`config.mk`:
```
export PLATFORM = sky130hd
export DESIGN_NAME = imds_sequencer
export DESIGN_NICKNAME = d
export VERILOG_FILES = /design/src/rtl/core/imds_pkg.sv /design/src/rtl/core/imds_sequencer.sv
export SDC_FILE = /design/constraint.sdc
export NUM_CORES = 1
export LEC_CHECK = 0
export BUFFER_PORTS_ARGS = -buffer_cell sky130_fd_sc_hd__buf_2
export CORE_AREA = 5 5 49 51
export DETAILED_ROUTE_END_ITERATION = 16
export DIE_AREA = 0 0 54 56
export PLACE_DENSITY = 0.66
export SETUP_SLACK_MARGIN = 0.05
export SYNTH_ARGS = -nofsm -noshare
export SYNTH_HDL_FRONTEND = slang
export SYNTH_SLANG_ARGS = --single-unit
```
`constraint.sdc`:
```
create_clock -name clk -period 5.7 [get_ports clk]
set_input_delay 0.285 -clock clk [delete_from_list [all_inputs] [get_ports clk]]
set_output_delay 0.285 -clock clk [all_outputs]
set_load 0.005 [all_outputs]
```
`src/rtl/core/imds_pkg.sv`:
```
// Shared types, codes and the microcode table of the Ising denoise step unit.
package imds_pkg;

  // Configuration register map.
  localparam int unsigned CFG_IDX_W  = 1;
  localparam int unsigned CFG_DATA_W = 16;
  localparam logic [CFG_IDX_W-1:0] CFG_TWO_GAMMA = 1'd0;
  localparam logic [CFG_IDX_W-1:0] CFG_TWO_BETA  = 1'd1;
  localparam logic [CFG_DATA_W-1:0] TWO_GAMMA_RST = 16'd562;
  localparam logic [CFG_DATA_W-1:0] TWO_BETA_RST  = 16'd256;

  // Operation codes of an input word.
  localparam logic [1:0] OP_LOAD    = 2'd0;
  localparam logic [1:0] OP_PROPOSE = 2'd1;
  localparam logic [1:0] OP_READ    = 2'd2;

  typedef struct packed {
    logic [1:0]  operation;
    logic [7:0]  row;
    logic [7:0]  col;
    logic        pixel_in;
    logic [15:0] exp_variate;
  } in_word_t;

  typedef struct packed {
    logic pixel_out;
    logic noisy_out;
    logic flipped;
  } out_word_t;

  // Window positions: the center and the eight neighbors.
  localparam int unsigned NB_SEL_W = 4;
  localparam logic [NB_SEL_W-1:0] NB_CENTER = 4'd0;
  localparam logic [NB_SEL_W-1:0] NB_NW     = 4'd1;
  localparam logic [NB_SEL_W-1:0] NB_N      = 4'd2;
  localparam logic [NB_SEL_W-1:0] NB_NE     = 4'd3;
  localparam logic [NB_SEL_W-1:0] NB_W      = 4'd4;
  localparam logic [NB_SEL_W-1:0] NB_E      = 4'd5;
  localparam logic [NB_SEL_W-1:0] NB_SW     = 4'd6;
  localparam logic [NB_SEL_W-1:0] NB_S      = 4'd7;
  localparam logic [NB_SEL_W-1:0] NB_SE     = 4'd8;

  // Coordinate step codes.
  localparam logic [1:0] OFF_ZERO = 2'd0;
  localparam logic [1:0] OFF_DEC  = 2'd1;
  localparam logic [1:0] OFF_INC  = 2'd2;

  typedef struct packed {
    logic [1:0] dr;
    logic [1:0] dc;
  } nb_off_t;

  // Microprogram steps.
  localparam int unsigned PC_W = 5;
  localparam logic [PC_W-1:0] S_IDLE     = 5'd0;
  localparam logic [PC_W-1:0] S_DISPATCH = 5'd1;
  localparam logic [PC_W-1:0] S_P_RDC    = 5'd2;
  localparam logic [PC_W-1:0] S_P_NW     = 5'd3;
  localparam logic [PC_W-1:0] S_P_N      = 5'd4;
  localparam logic [PC_W-1:0] S_P_NE     = 5'd5;
  localparam logic [PC_W-1:0] S_P_W      = 5'd6;
  localparam logic [PC_W-1:0] S_P_E      = 5'd7;
  localparam logic [PC_W-1:0] S_P_SW     = 5'd8;
  localparam logic [PC_W-1:0] S_P_S      = 5'd9;
  localparam logic [PC_W-1:0] S_P_SE     = 5'd10;
  localparam logic [PC_W-1:0] S_P_ACC    = 5'd11;
  localparam logic [PC_W-1:0] S_P_MUL    = 5'd12;
  localparam logic [PC_W-1:0] S_P_CMP    = 5'd13;
  localparam logic [PC_W-1:0] S_FINISH   = 5'd14;
  localparam logic [PC_W-1:0] S_L_WR     = 5'd15;
  localparam logic [PC_W-1:0] S_R_RDC    = 5'd16;
  localparam logic [PC_W-1:0] S_R_CAP    = 5'd17;

  // Jump kinds.
  localparam logic [1:0] JMP_NEXT     = 2'd0;
  localparam logic [1:0] JMP_GOTO     = 2'd1;
  localparam logic [1:0] JMP_DISPATCH = 2'd2;

  // One control word of the microprogram.
  typedef struct packed {
    logic                wait_in;
    logic                done;
    logic [1:0]          jmp;
    logic [PC_W-1:0]     target;
    logic                clr;
    logic                rd_en;
    logic [NB_SEL_W-1:0] nb_sel;
    logic                wr_load;
    logic                cap;
    logic                acc;
    logic                mul;
    logic                cmp;
  } ucw_t;

  // Datapath status seen by the sequencer.
  typedef struct packed {
    logic [1:0] operation;
    logic       in_range;
    logic       out_stall;
  } dp_status_t;

  // Memory port controls from the datapath.
  typedef struct packed {
    logic rd_en;
    logic we_noisy;
    logic we_cur;
    logic wd;
  } mem_ctl_t;

  // Row and column step for each window position.
  function automatic nb_off_t nb_offset(input logic [NB_SEL_W-1:0] sel);
    nb_off_t o;
    o = '{dr: OFF_ZERO, dc: OFF_ZERO};
    unique case (sel)
      NB_NW:   o = '{dr: OFF_DEC,  dc: OFF_DEC};
      NB_N:    o = '{dr: OFF_DEC,  dc: OFF_ZERO};
      NB_NE:   o = '{dr: OFF_DEC,  dc: OFF_INC};
      NB_W:    o = '{dr: OFF_ZERO, dc: OFF_DEC};
      NB_E:    o = '{dr: OFF_ZERO, dc: OFF_INC};
      NB_SW:   o = '{dr: OFF_INC,  dc: OFF_DEC};
      NB_S:    o = '{dr: OFF_INC,  dc: OFF_ZERO};
      NB_SE:   o = '{dr: OFF_INC,  dc: OFF_INC};
      default: o = '{dr: OFF_ZERO, dc: OFF_ZERO};
    endcase
    return o;
  endfunction

  // The microprogram. A neighbor read step also folds in the data of the
  // read issued one step earlier.
  function automatic ucw_t ucode(input logic [PC_W-1:0] pc);
    ucw_t w;
    w = '0;
    w.nb_sel = NB_CENTER;
    unique case (pc)
      S_IDLE:     w.wait_in = 1'b1;
      S_DISPATCH: begin
        w.jmp = JMP_DISPATCH;
        w.clr = 1'b1;
      end
      S_P_RDC:    w.rd_en = 1'b1;
      S_P_NW: begin
        w.rd_en  = 1'b1;
        w.nb_sel = NB_NW;
        w.cap    = 1'b1;
      end
      S_P_N: begin
        w.rd_en = 1'b1; w.nb_sel = NB_N;  w.acc = 1'b1;
      end
      S_P_NE: begin
        w.rd_en = 1'b1; w.nb_sel = NB_NE; w.acc = 1'b1;
      end
      S_P_W: begin
        w.rd_en = 1'b1; w.nb_sel = NB_W;  w.acc = 1'b1;
      end
      S_P_E: begin
        w.rd_en = 1'b1; w.nb_sel = NB_E;  w.acc = 1'b1;
      end
      S_P_SW: begin
        w.rd_en = 1'b1; w.nb_sel = NB_SW; w.acc = 1'b1;
      end
      S_P_S: begin
        w.rd_en = 1'b1; w.nb_sel = NB_S;  w.acc = 1'b1;
      end
      S_P_SE: begin
        w.rd_en = 1'b1; w.nb_sel = NB_SE; w.acc = 1'b1;
      end
      S_P_ACC:    w.acc = 1'b1;
      S_P_MUL:    w.mul = 1'b1;
      S_P_CMP:    w.cmp = 1'b1;
      S_FINISH: begin
        w.done   = 1'b1;
        w.target = S_IDLE;
      end
      S_L_WR: begin
        w.wr_load = 1'b1;
        w.jmp     = JMP_GOTO;
        w.target  = S_FINISH;
      end
      S_R_RDC:    w.rd_en = 1'b1;
      S_R_CAP: begin
        w.cap    = 1'b1;
        w.jmp    = JMP_GOTO;
        w.target = S_FINISH;
      end
      default: begin
        w.jmp    = JMP_GOTO;
        w.target = S_IDLE;
      end
    endcase
    return w;
  endfunction

endpackage

```
`src/rtl/core/imds_sequencer.sv`:
```
// Microprogram counter with wait, dispatch and jump handling.
module imds_sequencer (
  input  logic                 clk,
  input  logic                 rst_n,
  input  logic                 in_valid,
  input  imds_pkg::dp_status_t status,
  output imds_pkg::ucw_t       cw,
  output logic                 in_ready
);

  logic [imds_pkg::PC_W-1:0] pc_r;
  logic [imds_pkg::PC_W-1:0] pc_nxt;

  // Control word of the current step.
  assign cw       = imds_pkg::ucode(pc_r);
  assign in_ready = cw.wait_in;

  // Next step: hold for input or output, else follow the jump field.
  always_comb begin
    pc_nxt = pc_r;
    if (cw.wait_in) begin
      if (in_valid) begin
        pc_nxt = pc_r + imds_pkg::PC_W'(1);
      end
    end else if (cw.done) begin
      if (!status.out_stall) begin
        pc_nxt = cw.target;
      end
    end else begin
      unique case (cw.jmp)
        imds_pkg::JMP_NEXT: pc_nxt = pc_r + imds_pkg::PC_W'(1);
        imds_pkg::JMP_GOTO: pc_nxt = cw.target;
        imds_pkg::JMP_DISPATCH: begin
          if (!status.in_range) begin
            pc_nxt = imds_pkg::S_FINISH;
          end else if (status.operation == imds_pkg::OP_LOAD) begin
            pc_nxt = imds_pkg::S_L_WR;
          end else if (status.operation == imds_pkg::OP_PROPOSE) begin
            pc_nxt = imds_pkg::S_P_RDC;
          end else begin
            pc_nxt = imds_pkg::S_R_RDC;
          end
        end
        default: pc_nxt = imds_pkg::S_IDLE;
      endcase
    end
  end

  always_ff @(posedge clk) begin
    if (!rst_n) begin
      pc_r <= imds_pkg::S_IDLE;
    end else begin
      pc_r <= pc_nxt;
    end
  end

endmodule

```
==> metrics.md <==
| Metric | Value |
|---|---|
| Status | `finished clean` |
| Drt wl/cell | `roughly 13 um` |
| Area after DPL | `approximately 840 um^2` |
| Commonest non-fill, non-tap cell in the layout | `buf_2` |
| Post-CTS Setup Inserts | `0` |
| Power density cells | `543 mW/mm^2` |
| Peak supply drop | `about 270 uV` |
| # setup viols final | `0` |
| GP Congestion | `~0.84` |
| Max stage delay on crit path | `between 0.8 and 0.9 ns` |
| Die height | `56 um` |
| First-pass DRT Iterations | `4` |
| Ports | `28` |
| Core Footprint | `0.00190 mm^2` |
| Hold Path Class | `in -> reg` |
| Largest net degree at the start of global routing | `24` |
| Clk Latency, worst-skew pair | `~0.24 ns` |
| Area growth from synthesis to layout | `17.2%` |
| Clock-pin slew on the worst setup and hold paths | `roughly 0.04 ns` |
| Tcrit/Tclk final | `about two fifths` |
| DRC | `0` |
| Hold buffer count at CTS | `0` |
| Util after Layout | `between 40% and 50%` |
| NetSw | `between 0.2 and 0.25 mW` |
| Initial antenna violation count | `0` |
| Row cnt | `16` |
| Combinational power share | `between 70% and 80%` |
| Antenna Nets Post-Route | `0` |
| Place WS | `3.47 ns` |
| Regs by FF count | `pc_r: 5 flops` |
| Clk pwr share | `approximately 9.0%` |
| Switching Share | `51.9%` |
| Via count | `800` |
| RSZ-0062 raised after global routing | `no` |
| Reg power frac | `between 20% and 30%` |
| Max-cap viol count | `0` |
| HPWL after DPL | `1500 um` |
| Syn_area_per_cell | `roughly 7 um^2` |
| Min Tclk post-route | `2.38 ns` |
| Hold Path Origin | `rst_n` |
| TritonCTS clock tree | `built` |
| Share of layout cells above drive strength 1 | `between 30% and 40%` |
| Total GRT Usage | `approximately 14%` |
| Post-Layout Cell Count | `149` |
| Commonest cells after routing, fill and taps aside | `25 x buf_2, 9 x nor2_1, 8 x inv_1, 6 x nand2_1, 6 x nand3_1` |
| R2R cell count | `5` |
| Final Cell Area | `~860 um^2` |
| PostCTS Resize Cnt | `0` |
| CP bufs+invs | `1` |
| Vias in the first global route | `750` |
| Total power | `0.468 mW` |
| Post-synth cell types | `between 40 and 50` |
| Ant. Diodes | `0` |
| Final wirelength | `around 1900 um` |
| Critical Path End Type | `output port` |
| End of the worst register-to-register path | `pc_r[2]` |
| Grt ovf | `0` |
| Worst hold endpoint | `pc_r[4]` |
| Fmax | `0.420 GHz` |
| CP Launch Type | `register` |
| Ys Warns | `0` |
| Worst EP required | `about 5.4 ns` |
| Vias per std cell | `around 5.4` |
| Crit path arrival time | `2.10 ns` |
| Mapped cell area | `736 um^2` |
| Register area share after synthesis | `13.6%` |
| Final Hold Vio Count | `0` |
| Int Power | `between 0.2 and 0.25 mW` |
| Crit Path Max Fanout | `23` |
| Critical path's slowest cell | `dfxtp_1` |
| Slew headroom | `roughly half` |
| Nets | `between 100 and 150` |
| Number of I/O port buffers | `25` |
| Cells after DPL | `145` |
| Starting density of the core | `between 30% and 40%` |
| Min Hold Slack | `between 0.3 and 0.4 ns` |
| Worst slew pin tran | `0.772 ns` |
| Clock Sinks | `5` |
| Flip-flop and latch count after synthesis | `5` |
| WS Path Type | `reg -> out` |
| Largest register FFs | `5` |
| First-pass GRT wire length | `~3300 um` |
| Skew final | `approximately 0.0015 ns` |
| Crit-path cells | `xor2_1 > o32ai_1 > or2_2 > nor2_1 > buf_2` |
| CTS Buffer Depth | `2` |
| Die Width | `about 54 um` |
| Critical R2R Launch | `pc_r[2]` |
| Die area | `roughly 0.003 mm^2` |
| Worst Slack Setup Final | `between 3 and 4 ns` |
| Clock root buffer | `clkbuf_4` |
| CTS H-tree lvls | `1` |
| First DRT Iteration DRCs | `14` |
| Total Neg Setup Slack | `0 ns` |
| Num CTS Buffers | `3` |
| Top reg by flops | `pc_r` |
| Internal reg-to-reg setup slack | `approximately 3.4 ns` |
| Synth Instances | `102` |
| Hold Crit Depth | `3` |
| Top delay family on crit path | `flip-flops` |
| Final slew viol count | `0` |
| Leakage power | `approximately 0.42 nW` |
worst max-delay path by stage:
stage            start       to  slack, ns  cells past startpoint
6_report       pc_r[2]   cw[16]       3.32                      5
5_1_grt        pc_r[2]  pc_r[2]       3.15                      5
4_1_cts        pc_r[0]   cw[16]       3.36                      7
3_5_place_dp   pc_r[2]  pc_r[2]       3.47                      5
3_3_place_gp   pc_r[2]  pc_r[2]       3.49                      5
2_1_floorplan  pc_r[2]  pc_r[2]       3.73                      9
metal layers:
layer  track usage [%]  vias up  wire length, um
met3              2.41        3              114
met5                 0        -                0
met2              21.8       32              908
met4              2.49        0               16
li1                  -      397                -
met1              19.0      368              873
power groups by stage:
stage	Sequential, mW	Combinational [mW]	Clock [mW]
after global routing	0.0987	0.375	0.0447
after CTS	0.0932	0.333	0.0411
final	0.0935	0.333	0.0419
after global placement	0.0936	0.328	0
after detailed placement	0.0936	0.330	0
after floorplan	0.0588	0.277	0
logic make-up after synthesis:
kind of cell             Yosys count  share of synthesized area, %
XOR/XNOR                           4                          4.76
multiplexers                       1                          1.36
flip-flops                         5                          13.6
adder cells (fa/ha/maj)            5                          8.50
AND/OR/NAND/NOR                   44                          34.2
buffers and inverters             19                          13.1
other                              1                         0.510
AO/OA/AOI/OAI                     23                          24.0
synthesized netlist by cell type (all sizes together):
cell type  instances  area [um^2]
a22oi              1         7.51
nor3               5         25.0
nor2b              2         12.5
xor2               2         17.5
clkbuf             1         3.75
or3b               2         17.5
o31ai              3         22.5
o2bb2ai            1         8.76
a31oi              2         12.5
nor2              10         45.0
nor4               1         12.5
buf                9         58.8
nand4              1         6.26
o32ai              1         8.76
mux2i              1         10.0
a211oi             3         27.5
a41oi              1         8.76
conb               1         3.75
a2bb2oi            1         8.76
nand2              6         22.5
o21a               1         7.51
a311oi             1         8.76
a21oi              4         20.0
nor3b              3         22.5
nand2b             2         12.5
inv                9         33.8
and3               4         25.0
o41ai              1         16.3
ha                 5         62.6
dfxtp              5          100
a2111oi            1         8.76
or4b               1         13.8
nand3              6         30.0
xnor2              2         17.5
or2                1         6.26
o21ai              2         10.0
worst reg2reg max path, cell delays in order (launching register included):
cell and delay (ns):
dfxtp_1 0.82, xor2_1 0.19, o32ai_1 0.46, nor2_1 0.09, a311oi_1 0.43, a41oi_1 0.17
layout make-up:
type	instances	area (um^2)
multi-input combinational	79	543
timing repair buffer	25	125
clock buffer	4	26.3
inverter	9	33.8
sequential	5	100
fill	210	1040
tap	27	33.8
Power figures use the tool's default switching activity.
