### src/rtl/core/imds_pkg.sv
// Shared types, codes and the microcode table of the Ising denoise step unit.
package imds_pkg;

  // Configuration register map.
  localparam int unsigned CFG_IDX_W  = 1;
  localparam int unsigned CFG_DATA_W = 16;
  localparam logic [CFG_IDX_W-1:0] CFG_TWO_GAMMA = 1'd0;
  localparam logic [CFG_IDX_W-1:0] CFG_TWO_BETA  = 1'd1;
  localparam logic [CFG_DATA_W-1:0] TWO_GAMMA_RST = 16'd562;
  localparam logic [CFG_DATA_W-1:0] TWO_BETA_RST  = 16'd256;

  // Operation codes of an input word.
  localparam logic [1:0] OP_LOAD    = 2'd0;
  localparam logic [1:0] OP_PROPOSE = 2'd1;
  localparam logic [1:0] OP_READ    = 2'd2;

  typedef struct packed {
    logic [1:0]  operation;
    logic [7:0]  row;
    logic [7:0]  col;
    logic        pixel_in;
    logic [15:0] exp_variate;
  } in_word_t;

  typedef struct packed {
    logic pixel_out;
    logic noisy_out;
    logic flipped;
  } out_word_t;

  // Window positions: the center and the eight neighbors.
  localparam int unsigned NB_SEL_W = 4;
  localparam logic [NB_SEL_W-1:0] NB_CENTER = 4'd0;
  localparam logic [NB_SEL_W-1:0] NB_NW     = 4'd1;
  localparam logic [NB_SEL_W-1:0] NB_N      = 4'd2;
  localparam logic [NB_SEL_W-1:0] NB_NE     = 4'd3;
  localparam logic [NB_SEL_W-1:0] NB_W      = 4'd4;
  localparam logic [NB_SEL_W-1:0] NB_E      = 4'd5;
  localparam logic [NB_SEL_W-1:0] NB_SW     = 4'd6;
  localparam logic [NB_SEL_W-1:0] NB_S      = 4'd7;
  localparam logic [NB_SEL_W-1:0] NB_SE     = 4'd8;

  // Coordinate step codes.
  localparam logic [1:0] OFF_ZERO = 2'd0;
  localparam logic [1:0] OFF_DEC  = 2'd1;
  localparam logic [1:0] OFF_INC  = 2'd2;

  typedef struct packed {
    logic [1:0] dr;
    logic [1:0] dc;
  } nb_off_t;

  // Microprogram steps.
  localparam int unsigned PC_W = 5;
  localparam logic [PC_W-1:0] S_IDLE     = 5'd0;
  localparam logic [PC_W-1:0] S_DISPATCH = 5'd1;
  localparam logic [PC_W-1:0] S_P_RDC    = 5'd2;
  localparam logic [PC_W-1:0] S_P_NW     = 5'd3;
  localparam logic [PC_W-1:0] S_P_N      = 5'd4;
  localparam logic [PC_W-1:0] S_P_NE     = 5'd5;
  localparam logic [PC_W-1:0] S_P_W      = 5'd6;
  localparam logic [PC_W-1:0] S_P_E      = 5'd7;
  localparam logic [PC_W-1:0] S_P_SW     = 5'd8;
  localparam logic [PC_W-1:0] S_P_S      = 5'd9;
  localparam logic [PC_W-1:0] S_P_SE     = 5'd10;
  localparam logic [PC_W-1:0] S_P_ACC    = 5'd11;
  localparam logic [PC_W-1:0] S_P_MUL    = 5'd12;
  localparam logic [PC_W-1:0] S_P_CMP    = 5'd13;
  localparam logic [PC_W-1:0] S_FINISH   = 5'd14;
  localparam logic [PC_W-1:0] S_L_WR     = 5'd15;
  localparam logic [PC_W-1:0] S_R_RDC    = 5'd16;
  localparam logic [PC_W-1:0] S_R_CAP    = 5'd17;

  // Jump kinds.
  localparam logic [1:0] JMP_NEXT     = 2'd0;
  localparam logic [1:0] JMP_GOTO     = 2'd1;
  localparam logic [1:0] JMP_DISPATCH = 2'd2;

  // One control word of the microprogram.
  typedef struct packed {
    logic                wait_in;
    logic                done;
    logic [1:0]          jmp;
    logic [PC_W-1:0]     target;
    logic                clr;
    logic                rd_en;
    logic [NB_SEL_W-1:0] nb_sel;
    logic                wr_load;
    logic                cap;
    logic                acc;
    logic                mul;
    logic                cmp;
  } ucw_t;

  // Datapath status seen by the sequencer.
  typedef struct packed {
    logic [1:0] operation;
    logic       in_range;
    logic       out_stall;
  } dp_status_t;

  // Memory port controls from the datapath.
  typedef struct packed {
    logic rd_en;
    logic we_noisy;
    logic we_cur;
    logic wd;
  } mem_ctl_t;

  // Row and column step for each window position.
  function automatic nb_off_t nb_offset(input logic [NB_SEL_W-1:0] sel);
    nb_off_t o;
    o = '{dr: OFF_ZERO, dc: OFF_ZERO};
    unique case (sel)
      NB_NW:   o = '{dr: OFF_DEC,  dc: OFF_DEC};
      NB_N:    o = '{dr: OFF_DEC,  dc: OFF_ZERO};
      NB_NE:   o = '{dr: OFF_DEC,  dc: OFF_INC};
      NB_W:    o = '{dr: OFF_ZERO, dc: OFF_DEC};
      NB_E:    o = '{dr: OFF_ZERO, dc: OFF_INC};
      NB_SW:   o = '{dr: OFF_INC,  dc: OFF_DEC};
      NB_S:    o = '{dr: OFF_INC,  dc: OFF_ZERO};
      NB_SE:   o = '{dr: OFF_INC,  dc: OFF_INC};
      default: o = '{dr: OFF_ZERO, dc: OFF_ZERO};
    endcase
    return o;
  endfunction

  // The microprogram. A neighbor read step also folds in the data of the
  // read issued one step earlier.
  function automatic ucw_t ucode(input logic [PC_W-1:0] pc);
    ucw_t w;
    w = '0;
    w.nb_sel = NB_CENTER;
    unique case (pc)
      S_IDLE:     w.wait_in = 1'b1;
      S_DISPATCH: begin
        w.jmp = JMP_DISPATCH;
        w.clr = 1'b1;
      end
      S_P_RDC:    w.rd_en = 1'b1;
      S_P_NW: begin
        w.rd_en  = 1'b1;
        w.nb_sel = NB_NW;
        w.cap    = 1'b1;
      end
      S_P_N: begin
        w.rd_en = 1'b1; w.nb_sel = NB_N;  w.acc = 1'b1;
      end
      S_P_NE: begin
        w.rd_en = 1'b1; w.nb_sel = NB_NE; w.acc = 1'b1;
      end
      S_P_W: begin
        w.rd_en = 1'b1; w.nb_sel = NB_W;  w.acc = 1'b1;
      end
      S_P_E: begin
        w.rd_en = 1'b1; w.nb_sel = NB_E;  w.acc = 1'b1;
      end
      S_P_SW: begin
        w.rd_en = 1'b1; w.nb_sel = NB_SW; w.acc = 1'b1;
      end
      S_P_S: begin
        w.rd_en = 1'b1; w.nb_sel = NB_S;  w.acc = 1'b1;
      end
      S_P_SE: begin
        w.rd_en = 1'b1; w.nb_sel = NB_SE; w.acc = 1'b1;
      end
      S_P_ACC:    w.acc = 1'b1;
      S_P_MUL:    w.mul = 1'b1;
      S_P_CMP:    w.cmp = 1'b1;
      S_FINISH: begin
        w.done   = 1'b1;
        w.target = S_IDLE;
      end
      S_L_WR: begin
        w.wr_load = 1'b1;
        w.jmp     = JMP_GOTO;
        w.target  = S_FINISH;
      end
      S_R_RDC:    w.rd_en = 1'b1;
      S_R_CAP: begin
        w.cap    = 1'b1;
        w.jmp    = JMP_GOTO;
        w.target = S_FINISH;
      end
      default: begin
        w.jmp    = JMP_GOTO;
        w.target = S_IDLE;
      end
    endcase
    return w;
  endfunction

endpackage

### src/rtl/core/imds_datapath.sv
// Item register, window addressing, neighbor sum, energy test and result word.
module imds_datapath #(
  parameter int unsigned IMG_DIM = 256
) (
  input  logic                                   clk,
  input  logic                                   rst_n,
  input  imds_pkg::ucw_t                         cw,
  input  logic                                   in_fire,
  input  imds_pkg::in_word_t                     in_data,
  input  logic                                   cfg_we,
  input  logic [imds_pkg::CFG_IDX_W-1:0]         cfg_index,
  input  logic [imds_pkg::CFG_DATA_W-1:0]        cfg_wdata,
  input  logic                                   out_ready,
  output logic                                   out_valid,
  output imds_pkg::out_word_t                    out_data,
  output imds_pkg::dp_status_t                   status,
  output logic [$clog2(IMG_DIM*IMG_DIM)-1:0]     mem_addr,
  output imds_pkg::mem_ctl_t                     mem_ctl,
  input  logic                                   mem_q_noisy,
  input  logic                                   mem_q_cur
);

  localparam int unsigned CW = $clog2(IMG_DIM);
  localparam int unsigned AW = $clog2(IMG_DIM * IMG_DIM);

  imds_pkg::in_word_t  item_r;
  logic signed [15:0]  two_gamma_r;
  logic signed [15:0]  two_beta_r;
  logic signed [4:0]   sum_r;
  logic                x_r;
  logic                y_r;
  logic                flip_r;
  logic                nb_ok_r;
  logic signed [16:0]  t1_r;
  logic signed [20:0]  bs_r;
  imds_pkg::out_word_t out_data_r;
  logic                out_valid_r;

  logic [CW-1:0]       row_c;
  logic [CW-1:0]       col_c;
  logic [CW-1:0]       rr;
  logic [CW-1:0]       cc;
  logic                row_ok;
  logic                col_ok;
  imds_pkg::nb_off_t   off;
  logic                out_stall;
  logic                done_go;
  logic signed [16:0]  g_ext;
  logic signed [20:0]  t2;
  logic signed [21:0]  d_sum;
  logic signed [21:0]  e_val;
  logic                flip_ok;

  // Held item and its position; the range check guards the truncation.
  always_ff @(posedge clk) begin
    if (in_fire) begin
      item_r <= in_data;
    end
  end

  assign row_c = CW'(item_r.row);
  assign col_c = CW'(item_r.col);

  assign out_stall = out_valid_r & ~out_ready;
  assign done_go   = cw.done & ~out_stall;

  assign status.operation = item_r.operation;
  assign status.in_range  = (32'(item_r.row) < IMG_DIM) && (32'(item_r.col) < IMG_DIM);
  assign status.out_stall = out_stall;

  // Neighbor coordinates and whether they fall inside the image.
  always_comb begin
    off    = imds_pkg::nb_offset(cw.nb_sel);
    rr     = row_c;
    cc     = col_c;
    row_ok = 1'b1;
    col_ok = 1'b1;
    case (off.dr)
      imds_pkg::OFF_DEC: begin
        rr     = row_c - CW'(1);
        row_ok = (row_c != '0);
      end
      imds_pkg::OFF_INC: begin
        rr     = row_c + CW'(1);
        row_ok = (row_c != CW'(IMG_DIM - 1));
      end
      default: begin
      end
    endcase
    case (off.dc)
      imds_pkg::OFF_DEC: begin
        cc     = col_c - CW'(1);
        col_ok = (col_c != '0);
      end
      imds_pkg::OFF_INC: begin
        cc     = col_c + CW'(1);
        col_ok = (col_c != CW'(IMG_DIM - 1));
      end
      default: begin
      end
    endcase
  end

  assign mem_addr = AW'(rr) * AW'(IMG_DIM) + AW'(cc);

  // Memory controls: loads write both images, an accepted flip writes the working one.
  assign mem_ctl.rd_en    = cw.rd_en;
  assign mem_ctl.we_noisy = cw.wr_load;
  assign mem_ctl.we_cur   = cw.wr_load | (cw.cmp & flip_ok);
  assign mem_ctl.wd       = cw.wr_load ? item_r.pixel_in : ~y_r;

  // Configuration registers.
  always_ff @(posedge clk) begin
    if (!rst_n) begin
      two_gamma_r <= imds_pkg::TWO_GAMMA_RST;
      two_beta_r  <= imds_pkg::TWO_BETA_RST;
    end else if (cfg_we) begin
      case (cfg_index)
        imds_pkg::CFG_TWO_GAMMA: two_gamma_r <= cfg_wdata;
        imds_pkg::CFG_TWO_BETA:  two_beta_r  <= cfg_wdata;
        default: begin
        end
      endcase
    end
  end

  // Energy change against the variate: D = gamma term + beta term.
  assign g_ext   = 17'(two_gamma_r);
  assign t2      = y_r ? bs_r : -bs_r;
  assign d_sum   = 22'(t1_r) + 22'(t2);
  assign e_val   = 22'($signed({1'b0, item_r.exp_variate}));
  assign flip_ok = (d_sum < e_val);

  // Bounds flag is registered with its read, like the read data.
  always_ff @(posedge clk) begin
    if (cw.rd_en) begin
      nb_ok_r <= row_ok & col_ok;
    end
  end

  // Pixel, sum and product registers.
  always_ff @(posedge clk) begin
    if (cw.clr) begin
      sum_r  <= '0;
      x_r    <= 1'b0;
      y_r    <= 1'b0;
      flip_r <= 1'b0;
    end
    if (cw.wr_load) begin
      x_r <= item_r.pixel_in;
      y_r <= item_r.pixel_in;
    end
    if (cw.cap) begin
      x_r <= mem_q_noisy;
      y_r <= mem_q_cur;
    end
    if (cw.acc && nb_ok_r) begin
      sum_r <= sum_r + (mem_q_cur ? 5'sd1 : -5'sd1);
    end
    if (cw.mul) begin
      t1_r <= (x_r == y_r) ? g_ext : -g_ext;
      bs_r <= 21'(two_beta_r) * 21'(sum_r);
    end
    if (cw.cmp && flip_ok) begin
      y_r    <= ~y_r;
      flip_r <= 1'b1;
    end
  end

  // Result register: frees the sequencer while a word waits for the receiver.
  always_ff @(posedge clk) begin
    if (done_go) begin
      out_data_r <= '{pixel_out: y_r, noisy_out: x_r, flipped: flip_r};
    end
  end

  always_ff @(posedge clk) begin
    if (!rst_n) begin
      out_valid_r <= 1'b0;
    end else if (done_go) begin
      out_valid_r <= 1'b1;
    end else if (out_ready) begin
      out_valid_r <= 1'b0;
    end
  end

  assign out_valid = out_valid_r;
  assign out_data  = out_data_r;

endmodule

### config.mk
export PLATFORM = sky130hd
export DESIGN_NAME = imds_datapath
export DESIGN_NICKNAME = d
export VERILOG_FILES = /design/src/rtl/core/imds_pkg.sv /design/src/rtl/core/imds_datapath.sv
export SDC_FILE = /design/constraint.sdc
export NUM_CORES = 1
export LEC_CHECK = 0
export BUFFER_PORTS_ARGS = -buffer_cell sky130_fd_sc_hd__buf_4
export CORE_MARGIN = 3
export CORE_UTILIZATION = 40
export DETAILED_ROUTE_END_ITERATION = 8
export MAX_ROUTING_LAYER = met4
export REMOVE_ABC_BUFFERS = 1
export SLEW_MARGIN = 20
export SYNTH_ARGS = -nofsm -noshare
export SYNTH_HDL_FRONTEND = slang
export SYNTH_SLANG_ARGS = --single-unit
### constraint.sdc
create_clock -name clk -period 9.2 [get_ports clk]
set_clock_uncertainty 0.1 [all_clocks]
set_input_delay 0.46 -clock clk [delete_from_list [all_inputs] [get_ports clk]]
set_output_delay 0.46 -clock clk [all_outputs]
set_load 0.02 [all_outputs]
==> flow_metrics.tcl <==
set metrics [dict create \
    slew_violations 0 \
    ys.flop_type "edfxtp_1" \
    setup_tns_ns 0 \
    switching_share_pct 40.9 \
    final_nets 1355 \
    clk_pin_slew_ns 0.06 \
    drt_iter0_markers 432 \
    routedWlPerCell_um 14.8 \
    final_common_cell "nand2_1" \
    synth-seq-cells 118 \
    tightest_slew_ns 0.866 \
    async_flop_share_pct 0 \
    drc 0 \
    gp_congestion 0.844 \
    place_worst_setup_slack_ns 2.97 \
    syn_inst 1036 \
    grt_pass1_vias 7392 \
    antenna_found_initial 0 \
    max_cap_violations 0 \
    hold_violations 0 \
    cts_max_level 4 \
    num_vias 7305 \
    p_sw_w 0.00130 \
    max_freq_mhz 149 \
    p_leak_nw 5.03 \
    cts_resized 0 \
    clk_path_buf_depth 2 \
    synth_warnings 0 \
    finalSetupViolations 0 \
    synth_area_mm2 0.00978 \
    n_fill_cell 2250 \
    grt_max_degree 39 \
    syn_to_final_growth_pct 16.7 \
    grt.overflow.total 0 \
    final_core_util_pct 48.0 \
    io_pins 107 \
    max-vdd-ir-drop_uv 149 \
    cts_made_buffers 17 \
    initial_core_util_pct 41.2 \
    period_minus_slack_ns 6.71 \
    via_per_inst 5.02 \
    final_cell_mix "134 x nand2_1, 99 x inv_1, 98 x ha_1, 98 x buf_4, 84 x edfxtp_1" \
    synth_edf_count 84 \
    slew_headroom_pct 42.3 \
    ys_types 59 \
    avgSynthCellArea_um2 9.44 \
    clkPwrFrac_pct 22.1 \
    dr.pass1.iters 4 \
    p_int_w 0.00188 \
    clkLatencyLatePin_ns 0.42 \
    multi_input_area_mm2 0.00607 \
    period_share_pct 72.9 \
    power.density_mw_per_mm2 279 \
    numPortBuffers 97 \
    core_mm2 0.0238 \
    status "completed" \
    rsz0062_at_grt "no" \
    hold_ws_ns 0.116 \
    register_area_mm2 0.00320 \
    grt_pass1_wl_um 36000 \
    pwr-share-comb_pct 53.6 \
    power.share.sequential_pct 24.3 \
    post_cts_buffers 0 \
    seq_area_frac_synth_pct 32.7 \
    crit_path_end_kind "output pin" \
    hold_buffers 0 \
    drive_above_1_share_pct 12.4 \
    floorplan.rows 56 \
    cts.sinks 118 \
    worst_slack_ns 2.49 \
    ant_nets 0 \
    required_ns 8.64 \
    clockRootBuffer "clkbuf_16" \
    start_kind "register" \
    crit_fanout 4 \
    die-height_um 162 \
    path_class "reg -> out" \
    cts_tree "built" \
    cp.arrival_ns 6.15 \
    n_antenna_cell 0 \
    hpwlAfterDp_um 17100 \
    routed_wl_um 21500 \
    die_w_um 162 \
    dieArea_mm2 0.0264 \
    track_usage_pct 17.4 \
    hp-class "in -> reg" \
]
-- layer usage --
layer	global-route usage, %	wire (µm)	up-vias
li1	-	-	3738
met1	23.1	10700	3455
met2	27.5	9880	91
met3	2.80	473	21
met4	5.35	448	0
met5	-	0	-
-- power groups by stage --
stage / combinational [W] / clock (W) / sequential [W]
2_1_floorplan: 0.00132 / 0 / 0.000753
3_3_place_gp: 0.00168 / 0 / 0.000780
3_5_place_dp: 0.00170 / 0 / 0.000781
4_1_cts: 0.00171 / 0.000721 / 0.000771
5_1_grt: 0.00194 / 0.000744 / 0.000784
6_report: 0.00171 / 0.000704 / 0.000772
-- synth_stat cells, drive strengths merged (12+ instances only) --
cell	instances	area, µm²
a21o	12	90.1
nand2b	22	138
ha	98	1230
dfxtp	34	681
clkbuf	22	83.8
nand3	18	90.1
a21oi	64	335
a21boi	31	233
nor2	57	214
xnor2	53	464
nor3	18	90.1
nor2b	13	81.3
o21ai	41	205
xor2	35	307
and2	39	244
fa	54	1080
edfxtp	84	2520
nand2	134	503
inv	99	372
-- metrics by stage --
step	total power (W)	instance area, µm²	instances
5_1_grt	0.00347	11400	1456
2_1_floorplan	0.00207	9650	1007
4_1_cts	0.00321	11400	1456
3_3_place_gp	0.00246	10800	1424
3_5_place_dp	0.00248	10800	1424
6_report	0.00318	11400	1456
-- path summary, 6_finish.rpt --
path / start / end / slack [ns] / cells past startpoint
setup / recovery: bs_r[4]$_DFFE_PP_ / mem_ctl[1] / 2.49 / 24
hold / removal: in_data[19] / col_c[2]$_DFFE_PP_ / 0.12 / 1
setup reg to reg: bs_r[4]$_DFFE_PP_ / y_r$_DFFE_PP_ / 3.08 / 23
hold reg to reg: flip_r$_SDFFE_PP1P_ / out_data[0]$_DFFE_PP_ / 0.33 / 0
-- cell families (layout without fill, tap and decap cells) --
logic type	Yosys count	count (layout)	share of synthesized area, %
AOI/OAI and AO/OA	211	211	13.9
muxes	4	4	0.448
and+or+nand+nor	334	334	16.2
other	1	1	0.0383
DFF	118	118	32.7
adders and majority gates	152	152	23.6
xor gates and xnor gates	88	88	7.88
buffers and inverters	128	229	5.17
-- flip-flops by register name, summed over array words and instances, names as in the netlist --
register and count:
x_r 1, sum_r 5, y_r 1, row_c 8, e_val 16, two_gamma_r 16, status 2, nb_ok_r 1
out_data 3, two_beta_r 16, flip_r 1, col_c 8, item_r 1, out_valid 1, t1_r 17, bs_r 21
-- layout make-up --
cell class                      count  area share, %
Clock buffer                       17           3.73
Clock inverter                     15           1.78
Inverter                           99           3.26
Multi-Input combinational cell    790           53.2
Sequential cell                   118           28.1
Tap cell                          319           3.50
Timing Repair Buffer               98           6.45
-- worst max-delay path, stage by stage (launching register included) --
cell and delay (ns):
edfxtp_1 0.42, nor3_1 0.32, nor3b_1 0.45, nand2_1 0.13
nor3_1 0.35, nor2_1 0.10, xor2_1 0.19, ha_1 0.34
and4_1 0.21, a21oi_1 0.29, a21boi_0 0.16, o21ai_0 0.18
nand2_1 0.08, xor2_1 0.15, ha_1 0.29, and4_1 0.23
o2111ai_1 0.12, nor2_1 0.11, o311ai_0 0.16, o211ai_1 0.21
a221oi_2 0.08, o2111a_1 0.14, a211oi_1 0.68, nand2b_1 0.13
buf_4 0.19
No activity file was read; power rests on OpenSTA's default activity.
